--- src/sv/spts_pkg.sv ---
// ----------------------------------------------------------------------------
// spts_pkg
// Shared types and constants for the point-to-segment snap block.
// ----------------------------------------------------------------------------
`default_nettype none

package spts_pkg;

   localparam int COORD_BITS_DEF = 24;
   localparam int THR_W          = 24;
   localparam int DIST_W         = 50;

   localparam logic [THR_W-1:0] THR_RESET = THR_W'(2560);

   localparam logic [1:0] MODE_PERP   = 2'd0;
   localparam logic [1:0] MODE_KEEP_X = 2'd1;
   localparam logic [1:0] MODE_KEEP_Y = 2'd2;

   typedef enum logic [2:0] {
      A_EX, A_EY, A_DX, A_DY, A_DOT, A_AX, A_AY, A_THR
   } a_sel_type;

   typedef enum logic [2:0] {
      B_DX, B_DY, B_AX, B_AY, B_THR
   } b_sel_type;

   typedef enum logic [1:0] {
      D_LEN, D_DX, D_DY
   } den_sel_type;

   typedef struct packed {
      logic        load;
      logic        mul_go;
      a_sel_type   a_sel;
      b_sel_type   b_sel;
      logic        t0_wr;
      logic        t1_wr;
      logic        t_acc;
      logic        div_go;
      den_sel_type den_sel;
      logic        px_wr;
      logic        py_wr;
      logic        pos_vert;
      logic        pos_kx;
      logic        pos_ky;
      logic        measure;
      logic        finish;
      logic        snap_ok;
   } dp_cmd_type;

   typedef struct packed {
      logic       mul_busy;
      logic       div_busy;
      logic       vert;
      logic       dy_zero;
      logic [1:0] mode;
      logic       near_ok;
      logic       out_free;
   } dp_status_type;

endpackage

`default_nettype wire

--- src/sv/spts_ctrl.sv ---
// ----------------------------------------------------------------------------
// spts_ctrl
// Sequencer: steps the shared multiplier and divider through one item.
// ----------------------------------------------------------------------------
`default_nettype none

module spts_ctrl import spts_pkg::*; (
   input  wire logic          clock,
   input  wire logic          reset,
   input  wire logic          req_valid,
   output logic               req_ready,
   input  wire dp_status_type st,
   output dp_cmd_type         cmd
);

   typedef enum logic [4:0] {
      S_IDLE, S_DECIDE,
      S_MUL_EXDX, S_MUL_EYDY, S_MUL_DXDX, S_MUL_DYDY,
      S_MUL_DOTDX, S_DIV_X, S_MUL_DOTDY, S_DIV_Y,
      S_MUL_KX, S_DIV_KX, S_MUL_KY, S_DIV_KY,
      S_MEASURE, S_CHECK, S_MUL_AX, S_MUL_AY, S_MUL_THR,
      S_FINISH_SNAP, S_FINISH_NONE
   } state_type;

   state_type state_ff, state_in;
   logic      phase_ff, phase_in;
   logic      run_mul, run_div, mul_fin, div_fin;

   assign req_ready = (state_ff == S_IDLE);
   assign mul_fin   = phase_ff && !st.mul_busy;
   assign div_fin   = phase_ff && !st.div_busy;

   always_comb begin
      cmd      = '0;
      state_in = state_ff;
      phase_in = phase_ff;
      run_mul  = 1'b0;
      run_div  = 1'b0;
      unique case (state_ff)
         S_IDLE: begin
            if (req_valid) begin
               cmd.load = 1'b1;
               state_in = S_DECIDE;
            end
         end
         S_DECIDE: begin
            if (st.vert) begin
               if (st.mode == MODE_KEEP_X) begin
                  state_in = S_FINISH_NONE;
               end else begin
                  cmd.pos_vert = 1'b1;
                  state_in     = S_MEASURE;
               end
            end else if (st.mode == MODE_KEEP_X) begin
               state_in = S_MUL_KX;
            end else if (st.mode == MODE_KEEP_Y) begin
               state_in = st.dy_zero ? S_FINISH_NONE : S_MUL_KY;
            end else begin
               state_in = S_MUL_EXDX;
            end
         end
         S_MUL_EXDX: begin
            cmd.a_sel = A_EX; cmd.b_sel = B_DX; run_mul = 1'b1;
            if (mul_fin) begin
               cmd.t0_wr = 1'b1; state_in = S_MUL_EYDY;
            end
         end
         S_MUL_EYDY: begin
            cmd.a_sel = A_EY; cmd.b_sel = B_DY; run_mul = 1'b1;
            if (mul_fin) begin
               cmd.t0_wr = 1'b1; cmd.t_acc = 1'b1; state_in = S_MUL_DXDX;
            end
         end
         S_MUL_DXDX: begin
            cmd.a_sel = A_DX; cmd.b_sel = B_DX; run_mul = 1'b1;
            if (mul_fin) begin
               cmd.t1_wr = 1'b1; state_in = S_MUL_DYDY;
            end
         end
         S_MUL_DYDY: begin
            cmd.a_sel = A_DY; cmd.b_sel = B_DY; run_mul = 1'b1;
            if (mul_fin) begin
               cmd.t1_wr = 1'b1; cmd.t_acc = 1'b1; state_in = S_MUL_DOTDX;
            end
         end
         S_MUL_DOTDX: begin
            cmd.a_sel = A_DOT; cmd.b_sel = B_DX; run_mul = 1'b1;
            if (mul_fin) state_in = S_DIV_X;
         end
         S_DIV_X: begin
            cmd.den_sel = D_LEN; run_div = 1'b1;
            if (div_fin) begin
               cmd.px_wr = 1'b1; state_in = S_MUL_DOTDY;
            end
         end
         S_MUL_DOTDY: begin
            cmd.a_sel = A_DOT; cmd.b_sel = B_DY; run_mul = 1'b1;
            if (mul_fin) state_in = S_DIV_Y;
         end
         S_DIV_Y: begin
            cmd.den_sel = D_LEN; run_div = 1'b1;
            if (div_fin) begin
               cmd.py_wr = 1'b1; state_in = S_MEASURE;
            end
         end
         S_MUL_KX: begin
            cmd.a_sel = A_EX; cmd.b_sel = B_DY; run_mul = 1'b1;
            if (mul_fin) state_in = S_DIV_KX;
         end
         S_DIV_KX: begin
            cmd.den_sel = D_DX; run_div = 1'b1;
            if (div_fin) begin
               cmd.py_wr = 1'b1; cmd.pos_kx = 1'b1; state_in = S_MEASURE;
            end
         end
         S_MUL_KY: begin
            cmd.a_sel = A_EY; cmd.b_sel = B_DX; run_mul = 1'b1;
            if (mul_fin) state_in = S_DIV_KY;
         end
         S_DIV_KY: begin
            cmd.den_sel = D_DY; run_div = 1'b1;
            if (div_fin) begin
               cmd.px_wr = 1'b1; cmd.pos_ky = 1'b1; state_in = S_MEASURE;
            end
         end
         S_MEASURE: begin
            cmd.measure = 1'b1;
            state_in    = S_CHECK;
         end
         S_CHECK: begin
            state_in = st.near_ok ? S_MUL_AX : S_FINISH_NONE;
         end
         S_MUL_AX: begin
            cmd.a_sel = A_AX; cmd.b_sel = B_AX; run_mul = 1'b1;
            if (mul_fin) begin
               cmd.t0_wr = 1'b1; state_in = S_MUL_AY;
            end
         end
         S_MUL_AY: begin
            cmd.a_sel = A_AY; cmd.b_sel = B_AY; run_mul = 1'b1;
            if (mul_fin) begin
               cmd.t0_wr = 1'b1; cmd.t_acc = 1'b1; state_in = S_MUL_THR;
            end
         end
         S_MUL_THR: begin
            cmd.a_sel = A_THR; cmd.b_sel = B_THR; run_mul = 1'b1;
            if (mul_fin) begin
               cmd.t1_wr = 1'b1; state_in = S_FINISH_SNAP;
            end
         end
         S_FINISH_SNAP: begin
            if (st.out_free) begin
               cmd.finish = 1'b1; cmd.snap_ok = 1'b1; state_in = S_IDLE;
            end
         end
         S_FINISH_NONE: begin
            if (st.out_free) begin
               cmd.finish = 1'b1; state_in = S_IDLE;
            end
         end
         default: state_in = S_IDLE;
      endcase
      // Launch on the first cycle of an arithmetic step, finish when the unit drops busy.
      if (run_mul) begin
         cmd.mul_go = !phase_ff;
         phase_in   = !mul_fin;
      end
      if (run_div) begin
         cmd.div_go = !phase_ff;
         phase_in   = !div_fin;
      end
   end

   always_ff @(posedge clock) begin
      if (reset) begin
         state_ff <= S_IDLE;
         phase_ff <= 1'b0;
      end else begin
         state_ff <= state_in;
         phase_ff <= phase_in;
      end
   end

endmodule

`default_nettype wire

--- src/sv/spts_dp.sv ---
// ----------------------------------------------------------------------------
// spts_dp
// Datapath: operand registers, shift-add multiplier, restoring divider,
// bounding box test, running best and result register.
// ----------------------------------------------------------------------------
`default_nettype none

module spts_dp import spts_pkg::*; #(
   parameter int COORD_BITS = COORD_BITS_DEF
) (
   input  wire logic                         clock,
   input  wire logic                         reset,
   input  wire dp_cmd_type                   cmd,
   output dp_status_type                     st,
   input  wire logic signed [COORD_BITS-1:0] req_point_x,
   input  wire logic signed [COORD_BITS-1:0] req_point_y,
   input  wire logic signed [COORD_BITS-1:0] req_seg_x1,
   input  wire logic signed [COORD_BITS-1:0] req_seg_y1,
   input  wire logic signed [COORD_BITS-1:0] req_seg_x2,
   input  wire logic signed [COORD_BITS-1:0] req_seg_y2,
   input  wire logic [1:0]                   req_mode,
   input  wire logic                         req_start_new,
   input  wire logic                         csr_wr_en,
   input  wire logic [THR_W-1:0]             csr_wr_data,
   output logic                              rsp_valid,
   input  wire logic                         rsp_ready,
   output logic                              rsp_improved,
   output logic                              rsp_found_any,
   output logic signed [COORD_BITS-1:0]      rsp_best_x,
   output logic signed [COORD_BITS-1:0]      rsp_best_y
);

   localparam int W   = COORD_BITS;
   localparam int XW  = W + 1;
   localparam int MB  = (XW > THR_W) ? XW : THR_W;
   localparam int NA  = 2 * W + 3;
   localparam int NP  = NA + MB;
   localparam int TW  = NP + 1;
   localparam int DW  = 2 * W + 3;
   localparam int NN  = NP + 2;
   localparam int RW  = DW + 2;
   localparam int QM  = W + 3;
   localparam int QW  = W + 4;
   localparam int PW  = W + 5;
   localparam int EW  = (PW + 1 > THR_W) ? PW + 1 : THR_W + 1;
   localparam int MCW = $clog2(MB + 1);
   localparam int DCW = $clog2(NN + 1);
   localparam logic [NN-1:0] LIMIT = NN'(1) << (W + 2);

   // Item registers
   logic signed [W-1:0] mx_ff, my_ff, x1_ff, y1_ff, x2_ff, y2_ff;
   logic [1:0]          mode_ff;
   logic [THR_W-1:0]    thr_ff;

   logic signed [XW-1:0] dx, dy, ex, ey;
   assign dx = XW'(x2_ff) - XW'(x1_ff);
   assign dy = XW'(y2_ff) - XW'(y1_ff);
   assign ex = XW'(mx_ff) - XW'(x1_ff);
   assign ey = XW'(my_ff) - XW'(y1_ff);

   // Shift-add multiplier, one multiplier bit per cycle
   logic signed [NA:0]   a_val, a_neg;
   logic signed [MB:0]   b_val, b_neg;
   logic [NA-1:0]        a_mag, ma_ff, ma_in;
   logic [MB-1:0]        b_mag, mb_ff, mb_in;
   logic [NP-1:0]        acc_ff, acc_in;
   logic                 msign_ff, msign_in, mbusy_ff, mbusy_in;
   logic [MCW-1:0]       mcnt_ff, mcnt_in;
   logic signed [TW-1:0] prod_pos, prod, t0_ff, t0_in, t1_ff, t1_in;
   logic [THR_W-1:0]     ax_ff, ax_in, ay_ff, ay_in;

   always_comb begin
      case (cmd.a_sel)
         A_EX:    a_val = (NA+1)'(ex);
         A_EY:    a_val = (NA+1)'(ey);
         A_DX:    a_val = (NA+1)'(dx);
         A_DY:    a_val = (NA+1)'(dy);
         A_DOT:   a_val = $signed(t0_ff[NA:0]);
         A_AX:    a_val = (NA+1)'(ax_ff);
         A_AY:    a_val = (NA+1)'(ay_ff);
         default: a_val = (NA+1)'(thr_ff);
      endcase
      case (cmd.b_sel)
         B_DX:    b_val = (MB+1)'(dx);
         B_DY:    b_val = (MB+1)'(dy);
         B_AX:    b_val = (MB+1)'(ax_ff);
         B_AY:    b_val = (MB+1)'(ay_ff);
         default: b_val = (MB+1)'(thr_ff);
      endcase
      a_neg = -a_val;
      b_neg = -b_val;
      a_mag = a_val[NA] ? a_neg[NA-1:0] : a_val[NA-1:0];
      b_mag = b_val[MB] ? b_neg[MB-1:0] : b_val[MB-1:0];
   end

   always_comb begin
      ma_in    = ma_ff;
      mb_in    = mb_ff;
      acc_in   = acc_ff;
      msign_in = msign_ff;
      mcnt_in  = mcnt_ff;
      mbusy_in = mbusy_ff;
      if (cmd.mul_go) begin
         ma_in    = a_mag;
         mb_in    = b_mag;
         acc_in   = '0;
         msign_in = a_val[NA] ^ b_val[MB];
         mcnt_in  = MCW'(MB);
         mbusy_in = 1'b1;
      end else if (mbusy_ff) begin
         acc_in   = {acc_ff[NP-2:0], 1'b0} + (mb_ff[MB-1] ? {{MB{1'b0}}, ma_ff} : '0);
         mb_in    = {mb_ff[MB-2:0], 1'b0};
         mcnt_in  = mcnt_ff - MCW'(1);
         mbusy_in = (mcnt_ff != MCW'(1));
      end
   end

   assign prod_pos = $signed({1'b0, acc_ff});
   assign prod     = msign_ff ? -prod_pos : prod_pos;
   assign t0_in    = cmd.t0_wr ? (cmd.t_acc ? t0_ff + prod : prod) : t0_ff;
   assign t1_in    = cmd.t1_wr ? (cmd.t_acc ? t1_ff + prod : prod) : t1_ff;

   // Restoring divider, round to nearest via (2n + d) / 2d
   logic signed [DW:0]   den_val, den_neg;
   logic [DW-1:0]        den_mag;
   logic [NN-1:0]        num_ff, num_in;
   logic [DW:0]          den2_ff, den2_in;
   logic [RW-1:0]        rem_ff, rem_in, rem_sh;
   logic                 ge, qneg_ff, qneg_in, dbusy_ff, dbusy_in;
   logic [DCW-1:0]       dcnt_ff, dcnt_in;
   logic [QM-1:0]        q_mag;
   logic signed [QW-1:0] q_pos, qs;

   always_comb begin
      case (cmd.den_sel)
         D_LEN:   den_val = $signed(t1_ff[DW:0]);
         D_DX:    den_val = (DW+1)'(dx);
         default: den_val = (DW+1)'(dy);
      endcase
      den_neg = -den_val;
      den_mag = den_val[DW] ? den_neg[DW-1:0] : den_val[DW-1:0];
      rem_sh  = {rem_ff[RW-2:0], num_ff[NN-1]};
      ge      = (rem_sh >= {1'b0, den2_ff});
   end

   always_comb begin
      num_in   = num_ff;
      den2_in  = den2_ff;
      rem_in   = rem_ff;
      qneg_in  = qneg_ff;
      dcnt_in  = dcnt_ff;
      dbusy_in = dbusy_ff;
      if (cmd.div_go) begin
         num_in   = {1'b0, acc_ff, 1'b0} + NN'(den_mag);
         den2_in  = {den_mag, 1'b0};
         rem_in   = '0;
         qneg_in  = msign_ff ^ den_val[DW];
         dcnt_in  = DCW'(NN);
         dbusy_in = 1'b1;
      end else if (dbusy_ff) begin
         rem_in   = ge ? rem_sh - {1'b0, den2_ff} : rem_sh;
         num_in   = {num_ff[NN-2:0], ge};
         dcnt_in  = dcnt_ff - DCW'(1);
         dbusy_in = (dcnt_ff != DCW'(1));
      end
   end

   assign q_mag = (num_ff > LIMIT) ? LIMIT[QM-1:0] : num_ff[QM-1:0];
   assign q_pos = $signed({1'b0, q_mag});
   assign qs    = qneg_ff ? -q_pos : q_pos;

   // Snapped point, box test and distance
   logic signed [PW-1:0] px_ff, px_in, py_ff, py_in;
   logic signed [W-1:0]  lox, hix, loy, hiy;
   logic signed [EW-1:0] dxm, dym;
   logic [EW-1:0]        axa, aya;
   logic                 inbox, ok_ff, ok_in;

   always_comb begin
      px_in = px_ff;
      py_in = py_ff;
      if (cmd.pos_vert) begin
         px_in = PW'(x1_ff);
         py_in = PW'(my_ff);
      end
      if (cmd.px_wr)  px_in = PW'(x1_ff) + PW'(qs);
      if (cmd.py_wr)  py_in = PW'(y1_ff) + PW'(qs);
      if (cmd.pos_kx) px_in = PW'(mx_ff);
      if (cmd.pos_ky) py_in = PW'(my_ff);
   end

   always_comb begin
      lox   = (x1_ff < x2_ff) ? x1_ff : x2_ff;
      hix   = (x1_ff < x2_ff) ? x2_ff : x1_ff;
      loy   = (y1_ff < y2_ff) ? y1_ff : y2_ff;
      hiy   = (y1_ff < y2_ff) ? y2_ff : y1_ff;
      inbox = (px_ff >= PW'(lox)) && (px_ff <= PW'(hix)) &&
              (py_ff >= PW'(loy)) && (py_ff <= PW'(hiy));
      dxm   = EW'(px_ff) - EW'(mx_ff);
      dym   = EW'(py_ff) - EW'(my_ff);
      axa   = dxm[EW-1] ? EW'(-dxm) : EW'(dxm);
      aya   = dym[EW-1] ? EW'(-dym) : EW'(dym);
      ok_in = ok_ff;
      ax_in = ax_ff;
      ay_in = ay_ff;
      if (cmd.measure) begin
         ok_in = inbox && (axa[EW-1:THR_W] == '0) && (aya[EW-1:THR_W] == '0);
         ax_in = axa[THR_W-1:0];
         ay_in = aya[THR_W-1:0];
      end
   end

   // Running best and result register
   logic [DIST_W-1:0]   best_ff, best_in;
   logic                have_ff, have_in, improved;
   logic signed [W-1:0] bx_ff, bx_in, by_ff, by_in;
   logic                rv_ff, rv_in, rimp_ff, rimp_in, rfound_ff, rfound_in;
   logic signed [W-1:0] rx_ff, rx_in, ry_ff, ry_in;

   assign improved = cmd.snap_ok && ok_ff &&
                     (t0_ff[TW-2:0] < t1_ff[TW-2:0]) &&
                     (t0_ff[TW-2:0] < (TW-1)'(best_ff));

   always_comb begin
      best_in   = best_ff;
      have_in   = have_ff;
      bx_in     = bx_ff;
      by_in     = by_ff;
      rv_in     = rv_ff;
      rimp_in   = rimp_ff;
      rfound_in = rfound_ff;
      rx_in     = rx_ff;
      ry_in     = ry_ff;
      if (cmd.load && req_start_new) begin
         best_in = '1;
         have_in = 1'b0;
         bx_in   = '0;
         by_in   = '0;
      end
      if (rv_ff && rsp_ready) rv_in = 1'b0;
      if (cmd.finish) begin
         if (improved) begin
            best_in = t0_ff[DIST_W-1:0];
            have_in = 1'b1;
            bx_in   = px_ff[W-1:0];
            by_in   = py_ff[W-1:0];
         end
         rv_in     = 1'b1;
         rimp_in   = improved;
         rfound_in = have_ff || improved;
         rx_in     = improved ? px_ff[W-1:0] : bx_ff;
         ry_in     = improved ? py_ff[W-1:0] : by_ff;
      end
   end

   always_ff @(posedge clock) begin
      if (reset) begin
         thr_ff   <= THR_RESET;
         mbusy_ff <= 1'b0;
         dbusy_ff <= 1'b0;
         best_ff  <= '1;
         have_ff  <= 1'b0;
         bx_ff    <= '0;
         by_ff    <= '0;
         rv_ff    <= 1'b0;
      end else begin
         if (csr_wr_en) thr_ff <= csr_wr_data;
         mbusy_ff <= mbusy_in;
         dbusy_ff <= dbusy_in;
         best_ff  <= best_in;
         have_ff  <= have_in;
         bx_ff    <= bx_in;
         by_ff    <= by_in;
         rv_ff    <= rv_in;
      end
   end

   always_ff @(posedge clock) begin
      if (cmd.load) begin
         mx_ff   <= req_point_x;
         my_ff   <= req_point_y;
         x1_ff   <= req_seg_x1;
         y1_ff   <= req_seg_y1;
         x2_ff   <= req_seg_x2;
         y2_ff   <= req_seg_y2;
         mode_ff <= req_mode;
      end
      ma_ff     <= ma_in;
      mb_ff     <= mb_in;
      acc_ff    <= acc_in;
      msign_ff  <= msign_in;
      mcnt_ff   <= mcnt_in;
      t0_ff     <= t0_in;
      t1_ff     <= t1_in;
      num_ff    <= num_in;
      den2_ff   <= den2_in;
      rem_ff    <= rem_in;
      qneg_ff   <= qneg_in;
      dcnt_ff   <= dcnt_in;
      px_ff     <= px_in;
      py_ff     <= py_in;
      ok_ff     <= ok_in;
      ax_ff     <= ax_in;
      ay_ff     <= ay_in;
      rimp_ff   <= rimp_in;
      rfound_ff <= rfound_in;
      rx_ff     <= rx_in;
      ry_ff     <= ry_in;
   end

   assign st.mul_busy = mbusy_ff;
   assign st.div_busy = dbusy_ff;
   assign st.vert     = (dx == '0);
   assign st.dy_zero  = (dy == '0);
   assign st.mode     = mode_ff;
   assign st.near_ok  = ok_ff;
   assign st.out_free = !rv_ff || rsp_ready;

   assign rsp_valid     = rv_ff;
   assign rsp_improved  = rimp_ff;
   assign rsp_found_any = rfound_ff;
   assign rsp_best_x    = rx_ff;
   assign rsp_best_y    = ry_ff;

endmodule

`default_nettype wire

--- src/sv/snap_point_to_segment_top.sv ---
// ----------------------------------------------------------------------------
// snap_point_to_segment_top
// Snaps a cursor point onto one segment per item and keeps the closest snap.
// ----------------------------------------------------------------------------
//  channel   ports       direction   moves
//  request   req_*       in          one cursor point, segment, mode, start flag
//  response  rsp_*       out         improved flag, found flag, best point
//  control   csr_*       in          snap threshold write, no handshake
//
//  One item at a time. A perpendicular snap runs nine multiplies and two
//  divides, a keep-x or keep-y snap four multiplies and one divide, a vertical
//  segment three multiplies; keep-x on a vertical or keep-y on a horizontal
//  segment finishes with no snap and no arithmetic. A foot outside the box or
//  too far skips the last three multiplies. Reset returns the threshold to 2560.
//  A stalled response holds; the next item is taken, its finish waits for it.
// ----------------------------------------------------------------------------
`default_nettype none

module snap_point_to_segment_top import spts_pkg::*; #(
   parameter int COORD_BITS = COORD_BITS_DEF
) (
   input  wire logic                         clock,
   input  wire logic                         reset,
   input  wire logic                         req_valid,
   output logic                              req_ready,
   input  wire logic signed [COORD_BITS-1:0] req_point_x,
   input  wire logic signed [COORD_BITS-1:0] req_point_y,
   input  wire logic signed [COORD_BITS-1:0] req_seg_x1,
   input  wire logic signed [COORD_BITS-1:0] req_seg_y1,
   input  wire logic signed [COORD_BITS-1:0] req_seg_x2,
   input  wire logic signed [COORD_BITS-1:0] req_seg_y2,
   input  wire logic [1:0]                   req_mode,
   input  wire logic                         req_start_new,
   input  wire logic                         csr_wr_en,
   input  wire logic [THR_W-1:0]             csr_wr_data,
   output logic                              rsp_valid,
   input  wire logic                         rsp_ready,
   output logic                              rsp_improved,
   output logic                              rsp_found_any,
   output logic signed [COORD_BITS-1:0]      rsp_best_x,
   output logic signed [COORD_BITS-1:0]      rsp_best_y
);

   dp_cmd_type    cmd;
   dp_status_type st;

   // Sequencer: drive one multiply or divide step at a time
   spts_ctrl u_ctrl (
      .clock     (clock),
      .reset     (reset),
      .req_valid (req_valid),
      .req_ready (req_ready),
      .st        (st),
      .cmd       (cmd)
   );

   // Arithmetic, box test, running best and response register
   spts_dp #(.COORD_BITS(COORD_BITS)) u_dp (
      .clock         (clock),
      .reset         (reset),
      .cmd           (cmd),
      .st            (st),
      .req_point_x   (req_point_x),
      .req_point_y   (req_point_y),
      .req_seg_x1    (req_seg_x1),
      .req_seg_y1    (req_seg_y1),
      .req_seg_x2    (req_seg_x2),
      .req_seg_y2    (req_seg_y2),
      .req_mode      (req_mode),
      .req_start_new (req_start_new),
      .csr_wr_en     (csr_wr_en),
      .csr_wr_data   (csr_wr_data),
      .rsp_valid     (rsp_valid),
      .rsp_ready     (rsp_ready),
      .rsp_improved  (rsp_improved),
      .rsp_found_any (rsp_found_any),
      .rsp_best_x    (rsp_best_x),
      .rsp_best_y    (rsp_best_y)
   );

endmodule

`default_nettype wire

--- config.mk ---
export PLATFORM = sky130hd
export DESIGN_NAME = snap_point_to_segment_top
export DESIGN_NICKNAME = d
export VERILOG_FILES = /design/src/sv/spts_pkg.sv /design/src/sv/spts_ctrl.sv /design/src/sv/spts_dp.sv /design/src/sv/snap_point_to_segment_top.sv
export SDC_FILE = /design/constraint.sdc
export NUM_CORES = 2
export LEC_CHECK = 0
export BUFFER_PORTS_ARGS = -buffer_cell sky130_fd_sc_hd__buf_2
export CAP_MARGIN = 20
export CORE_MARGIN = 4
export CORE_UTILIZATION = 30
export DETAILED_ROUTE_END_ITERATION = 6
export PLACE_DENSITY = 0.45
export SETUP_SLACK_MARGIN = 0.4
export SYNTH_ARGS = -nofsm -noshare
export SYNTH_HDL_FRONTEND = slang
export SYNTH_HIERARCHICAL = 1
export SYNTH_SLANG_ARGS = --single-unit
--- constraint.sdc ---
create_clock -name clock -period 9.1 [get_ports clock]
set_input_delay 1.82 -clock clock [delete_from_list [all_inputs] [get_ports clock]]
set_output_delay 1.82 -clock clock [all_outputs]
set_load 0.01 [all_outputs]
Word-level counts from Yosys, hierarchy flattened --
Index checks and enable logic that the tools add are counted.
Word-level totals: output and inout port bits 52, word-level logic and storage cells 264, register bits after elaboration 936, input port bits 176
Operators by class: order comparisons 10, add/subtract/negate cells 22, reduce and logical (&&, ||, !) cells 44, eq/ne operators 49, bitwise gates (word level) 2, mux-type cells 99
Operator list (number):
- $pmux W52 S7 | 1
- $mux W24 | 12
- $mux W77 | 3
- $mux W29 | 6
- $mux W78 | 2
- $add A77 B77 Y77 | 2
- $mux W51 | 3
- $mux W50 | 3
- $pmux W26 S4 | 1
- $pmux W52 S2 | 1
- $neg A51 Y51 | 2
- $mux W5 | 20
- $sub A24 B24 Y25 | 4
- $pmux W5 S18 | 1
- $add A77 B51 Y78 | 1
- $gt A78 B27 Y1 const B | 1
- $neg A76 Y77 | 1
- $add A76 B76 Y76 | 1
- $lt A76 B50 Y1 | 1
- $lt A76 B76 Y1 | 1
- $mux W25 | 3
- $mux W30 | 2
- $neg A30 Y30 | 2
- $pmux W6 S10 | 1
- other kinds (49) | 151

Depth between registers and ports, before layout --
word-level depth 9, depth in mapped cells 32, mapped depth without buffers 29

Hierarchy --
Netlist, hierarchy kept.
Modules (own cells, without submodules):
- spts_dp | times used 1, cells each 9510, area an instance 81834.7 µm², seq. area each 25204.2 µm²
- spts_ctrl | times used 1, cells each 138, area an instance 945.9 µm², seq. area each 120.1 µm²

Worst setup path after synthesis --
Ideal clock, no wire load.
path type reg-to-reg, start point reg u_ctrl.state_ff[4], end point reg u_dp.t0_ff[0] (enable), stages on the path, launching flop included 5, slack 0.232 ns, path buffers 2, setup time 0.697 ns, required time 8.403 ns, arrival time 8.171 ns, path through dfxtp_1 > dlygate4sd1_1 > buf_2 > xnor2_1 > nor4_1
RTL lines:
- start: declaration | RTL line spts_ctrl.sv:25 | state_type state_ff, state_in;
- start signal: assignment | RTL line spts_ctrl.sv:179 | state_ff <= state_in;
- end signal: assignment | RTL line spts_dp.sv:293 | t0_ff <= t0_in;
- end: declaration | RTL line spts_dp.sv:69 | logic signed [TW-1:0] prod_pos, prod, t0_ff, t0_in, t1_ff, t1_in;

Final worst setup path --
start point reg u_dp.x1_ff[0], end point reg u_dp.num_ff[54] (data pin)
Between the ends: cells in the longest elaborated chain, start to end 6
RTL lines:
- start: declaration | RTL line spts_dp.sv:51 | logic signed [W-1:0] mx_ff, my_ff, x1_ff, y1_ff, x2_ff, y2_ff;
- start signal: assignment | RTL line spts_dp.sv:282 | x1_ff <= req_seg_x1;
- $sub A24 B24 Y25 (*) | RTL line spts_dp.sv:56 | assign dx = XW'(x2_ff) - XW'(x1_ff);
- $pmux W52 S2 (*) | RTL line spts_dp.sv:135 | case (cmd.den_sel)
- $neg A51 Y51 | RTL line spts_dp.sv:140 | den_neg = -den_val;
- $mux W51 (*) | RTL line spts_dp.sv:141 | den_mag = den_val[DW] ? den_neg[DW-1:0] : den_val[DW-1:0];
- named net u_dp.den_mag[28] | RTL line spts_dp.sv:125 | logic [DW-1:0] den_mag;
- $add A77 B51 Y78 (*) | RTL line spts_dp.sv:154 | num_in = {1'b0, acc_ff, 1'b0} + NN'(den_mag);
- $mux W78 (*) | RTL line spts_dp.sv:153 | if (cmd.div_go) begin
- named net u_dp.num_in[54] | RTL line spts_dp.sv:126 | logic [NN-1:0] num_ff, num_in;
- end signal: assignment | RTL line spts_dp.sv:295 | num_ff <= num_in;
- end: declaration | RTL line spts_dp.sv:126
The timed path passes the listed nets; every way through them passes the cells marked *. A chain may end at the register's enable or synchronous reset.

==> results.json <==
{
  "grt_usage": 0.2472,
  "p_per_area_nw_per_um2": 397.4,
  "synth_cells": 9648,
  "clockRootBuffer": "clkbuf_16",
  "final_area_um2": 93240,
  "avgSynthCellArea_um2": 8.580,
  "vias_per_cell": 5.676,
  "rows": 192,
  "fin_setup_tns_ns": 0,
  "cts_tree": "built",
  "synth_top_cell_area_share": 0.2401,
  "dr_total_vias": 76920,
  "p_int_mw": 18.17,
  "finalSetupViolCount": 0,
  "hpwl_um": 297500,
  "relSlewSlack": 0.1287,
  "area.growth.synth_to_final_pct": 12.63,
  "ys_seq_area_frac": 0.3059,
  "grt_start_max_net_pins": 179,
  "wl_met2_um": 170600,
  "drc_errors": 0,
  "drtIter0Drc": 6640,
  "wirelength_met1_um": 155300,
  "whs_ns": 0.4543,
  "ys_warn_count": 6,
  "p_leak_nw": 38.49,
  "irDropWorstVdd_v": 0.0002047,
  "slew_violations": 0,
  "layout-drive-gt1-share": 0.09768,
  "io_buffers": 227,
  "synth_nets": 10600,
  "grt_pass1_wl_um": 525300,
  "rr_startpoint": "u_dp/x1_ff[0]$_DFFE_PP_",
  "synthTopCellsByArea": "edfxtp_1 (24%), ha_1 (12%), dfxtp_1 (6.6%)",
  "die_area_um2": 284400,
  "holdCritPathClass": "flop to flop",
  "power_frac_seq": 0.190,
  "rsz0062_at_grt": "false",
  "cts_buffers": 140,
  "maxCapViolCount": 0,
  "placeableCoreArea_um2": 274100,
  "path_class": "flop to flop",
  "tightest_slew_ns": 1.290,
  "finalNetCount": 10700,
  "grt_overflow": 0,
  "final_util": 0.3402,
  "clock_skew_ns": 0.05921,
  "startpoint_type": "flop",
  "hp-start": "u_dp/by_ff[19]$_SDFF_PP0_",
  "synthFlopType": "edfxtp_1",
  "crit_start": "u_dp/x1_ff[0]$_DFFE_PP_",
  "top_layer": "met5",
  "wl_met3_um": 16920,
  "synth_top_cell_by_area": "edfxtp_1",
  "layout_common_cells": "a21oi_1 (829), nor2_1 (797), ha_1 (763)",
  "p_sw_mw": 18.89,
  "antenna_found_initial": 22,
  "finalCritPeriodShare": 0.9189,
  "ys_seq_elements": 934,
  "min_period_ns": 8.362,
  "antenna_left": 0,
  "synth_cell_types": 108,
  "first_pass_iters": 5,
  "gp_congestion": 0.9888,
  "die_h_um": 533.3,
  "clock-sinks": 934,
  "synth_edf_count": 662,
  "cp_data_required_time_ns": 9.61,
  "clk_pin_slew_worst_paths_ns": 0.06,
  "final_common_cell": "a21oi_1",
  "arrival_ns": 8.87,
  "slowest_delay_ns": 0.66,
  "slowest_stage": "fa_1",
  "die_width_um": 533.3,
  "n_fill_cell": 28700,
  "clk_path_buf_depth": 4,
  "netlist_area_um2": 82780,
  "place_area_um2": 88560,
  "post_drt_wl_per_cell_um": 27.11,
  "synth_async_sr_flop_share": 0,
  "ioPinCount": 228,
  "wl_um": 367400,
  "fin_total_pwr_mw": 37.05,
  "critPathMaxFanout": 13,
  "hold_viol": 0,
  "status": "complete, no violations",
  "clk_latency_ns": 0.83,
  "cp-end-kind": "flop",
  "start_util": 0.3020,
  "grt_pass1_vias": 74530,
  "fmax_mhz": 119.6,
  "clkPwrFrac": 0.147,
  "pwr-share-comb": 0.664,
  "htreeDepth": 4,
  "switching_share": 0.5097
}
[cell families after synthesis]
family / count (synthesis) / synth area share
compound gates: 2922 / 0.2281
fa+ha+maj: 776 / 0.1185
flops: 934 / 0.3059
simple gates: 3039 / 0.1841
xor+xnor: 658 / 0.06962
buf+inv: 934 / 0.04290
mux: 385 / 0.05091
[cells in the mapped netlist (all sizes together) (23+ instances only)]
cell	number
mux2	148
a2111oi	31
nor4	108
nor3	223
o31ai	75
xor2	220
o221ai	30
nand2	700
o22ai	26
a22oi	24
nor2	807
nand3	195
dfxtp	272
a31oi	113
buf	51
clkbuf	422
a21o	440
edfxtp	662
o41ai	37
or2	51
a21boi	23
mux2i	223
inv	458
o21bai	81
and4	31
and2	159
or3	89
a41oi	28
nand2b	109
a211o	28
ha	763
xnor2	438
and3	97
a211oi	147
a21oi	831
nand4	167
nand3b	76
nor2b	95
a221oi	28
or4	46
o211ai	66
nor3b	28
o21ai	608
o21a	82
[worst paths after layout]
path	slack, ns	cells past startpoint	endpoint
max	0.74	30	u_dp/num_ff[54]$_DFFE_PP_
min	0.45	2	u_dp/by_ff[19]$_SDFF_PP0_
max reg2reg	0.74	30	u_dp/num_ff[54]$_DFFE_PP_
min reg2reg	0.45	2	u_dp/by_ff[19]$_SDFF_PP0_
[metrics by stage]
stage	setup WS (ns)	instances
4_1_cts	0.4532	13530
3_5_place_dp	0.2358	13290
5_1_grt	0.3888	13550
3_3_place_gp	0.2901	13290
6_report	0.7379	13550
2_1_floorplan	1.391	9648
[cell type report]
class                           instances  area, um2  share of cell area
Tap cell                             3686       4612             0.04946
Clock inverter                         57      623.1            0.006683
Clock buffer                          182       3825             0.04102
Timing Repair Buffer                  435       2803             0.03006
Antenna cell                           18      45.04           0.0004831
Sequential cell                       934      25330              0.2717
Multi-Input combinational cell       7780      54270              0.5821
Inverter                              460       1727             0.01852
[routing by layer]
metal	track usage	vias to the layer above
met5	0	-
met4	0.1399	4
met3	0.02439	643
met2	0.4141	2545
met1	0.3107	37510
li1	-	36220
[power by group through the flow]
stage          clock [mW]  sequential, mW  combinational (mW)
2_1_floorplan           0            6.62                16.5
3_3_place_gp            0            7.10                24.0
3_5_place_dp            0            7.12                24.0
4_1_cts              5.62            7.04                24.2
5_1_grt              5.78            7.10                26.5
6_report             5.44            7.03                24.6
[flip-flops by register name, summed over array words and instances (netlist names), 25 cells and up]
signal        flops
u_dp/t0_ff       76
u_dp/t1_ff       76
u_dp/den2_ff     51
u_dp/ma_ff       51
u_dp/best_ff     50
u_dp/num_ff      78
u_dp/py_ff       29
u_dp/px_ff       29
u_dp/rem_ff      52
u_dp/mb_ff       25
u_dp/acc_ff      76
[worst max-delay path, delay by kind of cell, from the launching register on]
family	cells	cell delay, ns
buffers and inverters	3	0.57
XOR/XNOR	2	0.33
AND/OR/NAND/NOR	11	2.43
adder cells (fa/ha/maj)	4	1.47
flip-flops	1	0.48
AO/OA/AOI/OAI	9	2.61
multiplexers	1	0.14
[repair_timing]
action | CTS | global route
cloned | 0 | 0
buffers inserted | 0 | 3
endpoints found under the setup margin | 13 | 28
pin swaps | 0 | 0
gates resized for setup | 3 | 16
hold buffers | 0 | 0
No activity file was read; power rests on OpenSTA's default activity.
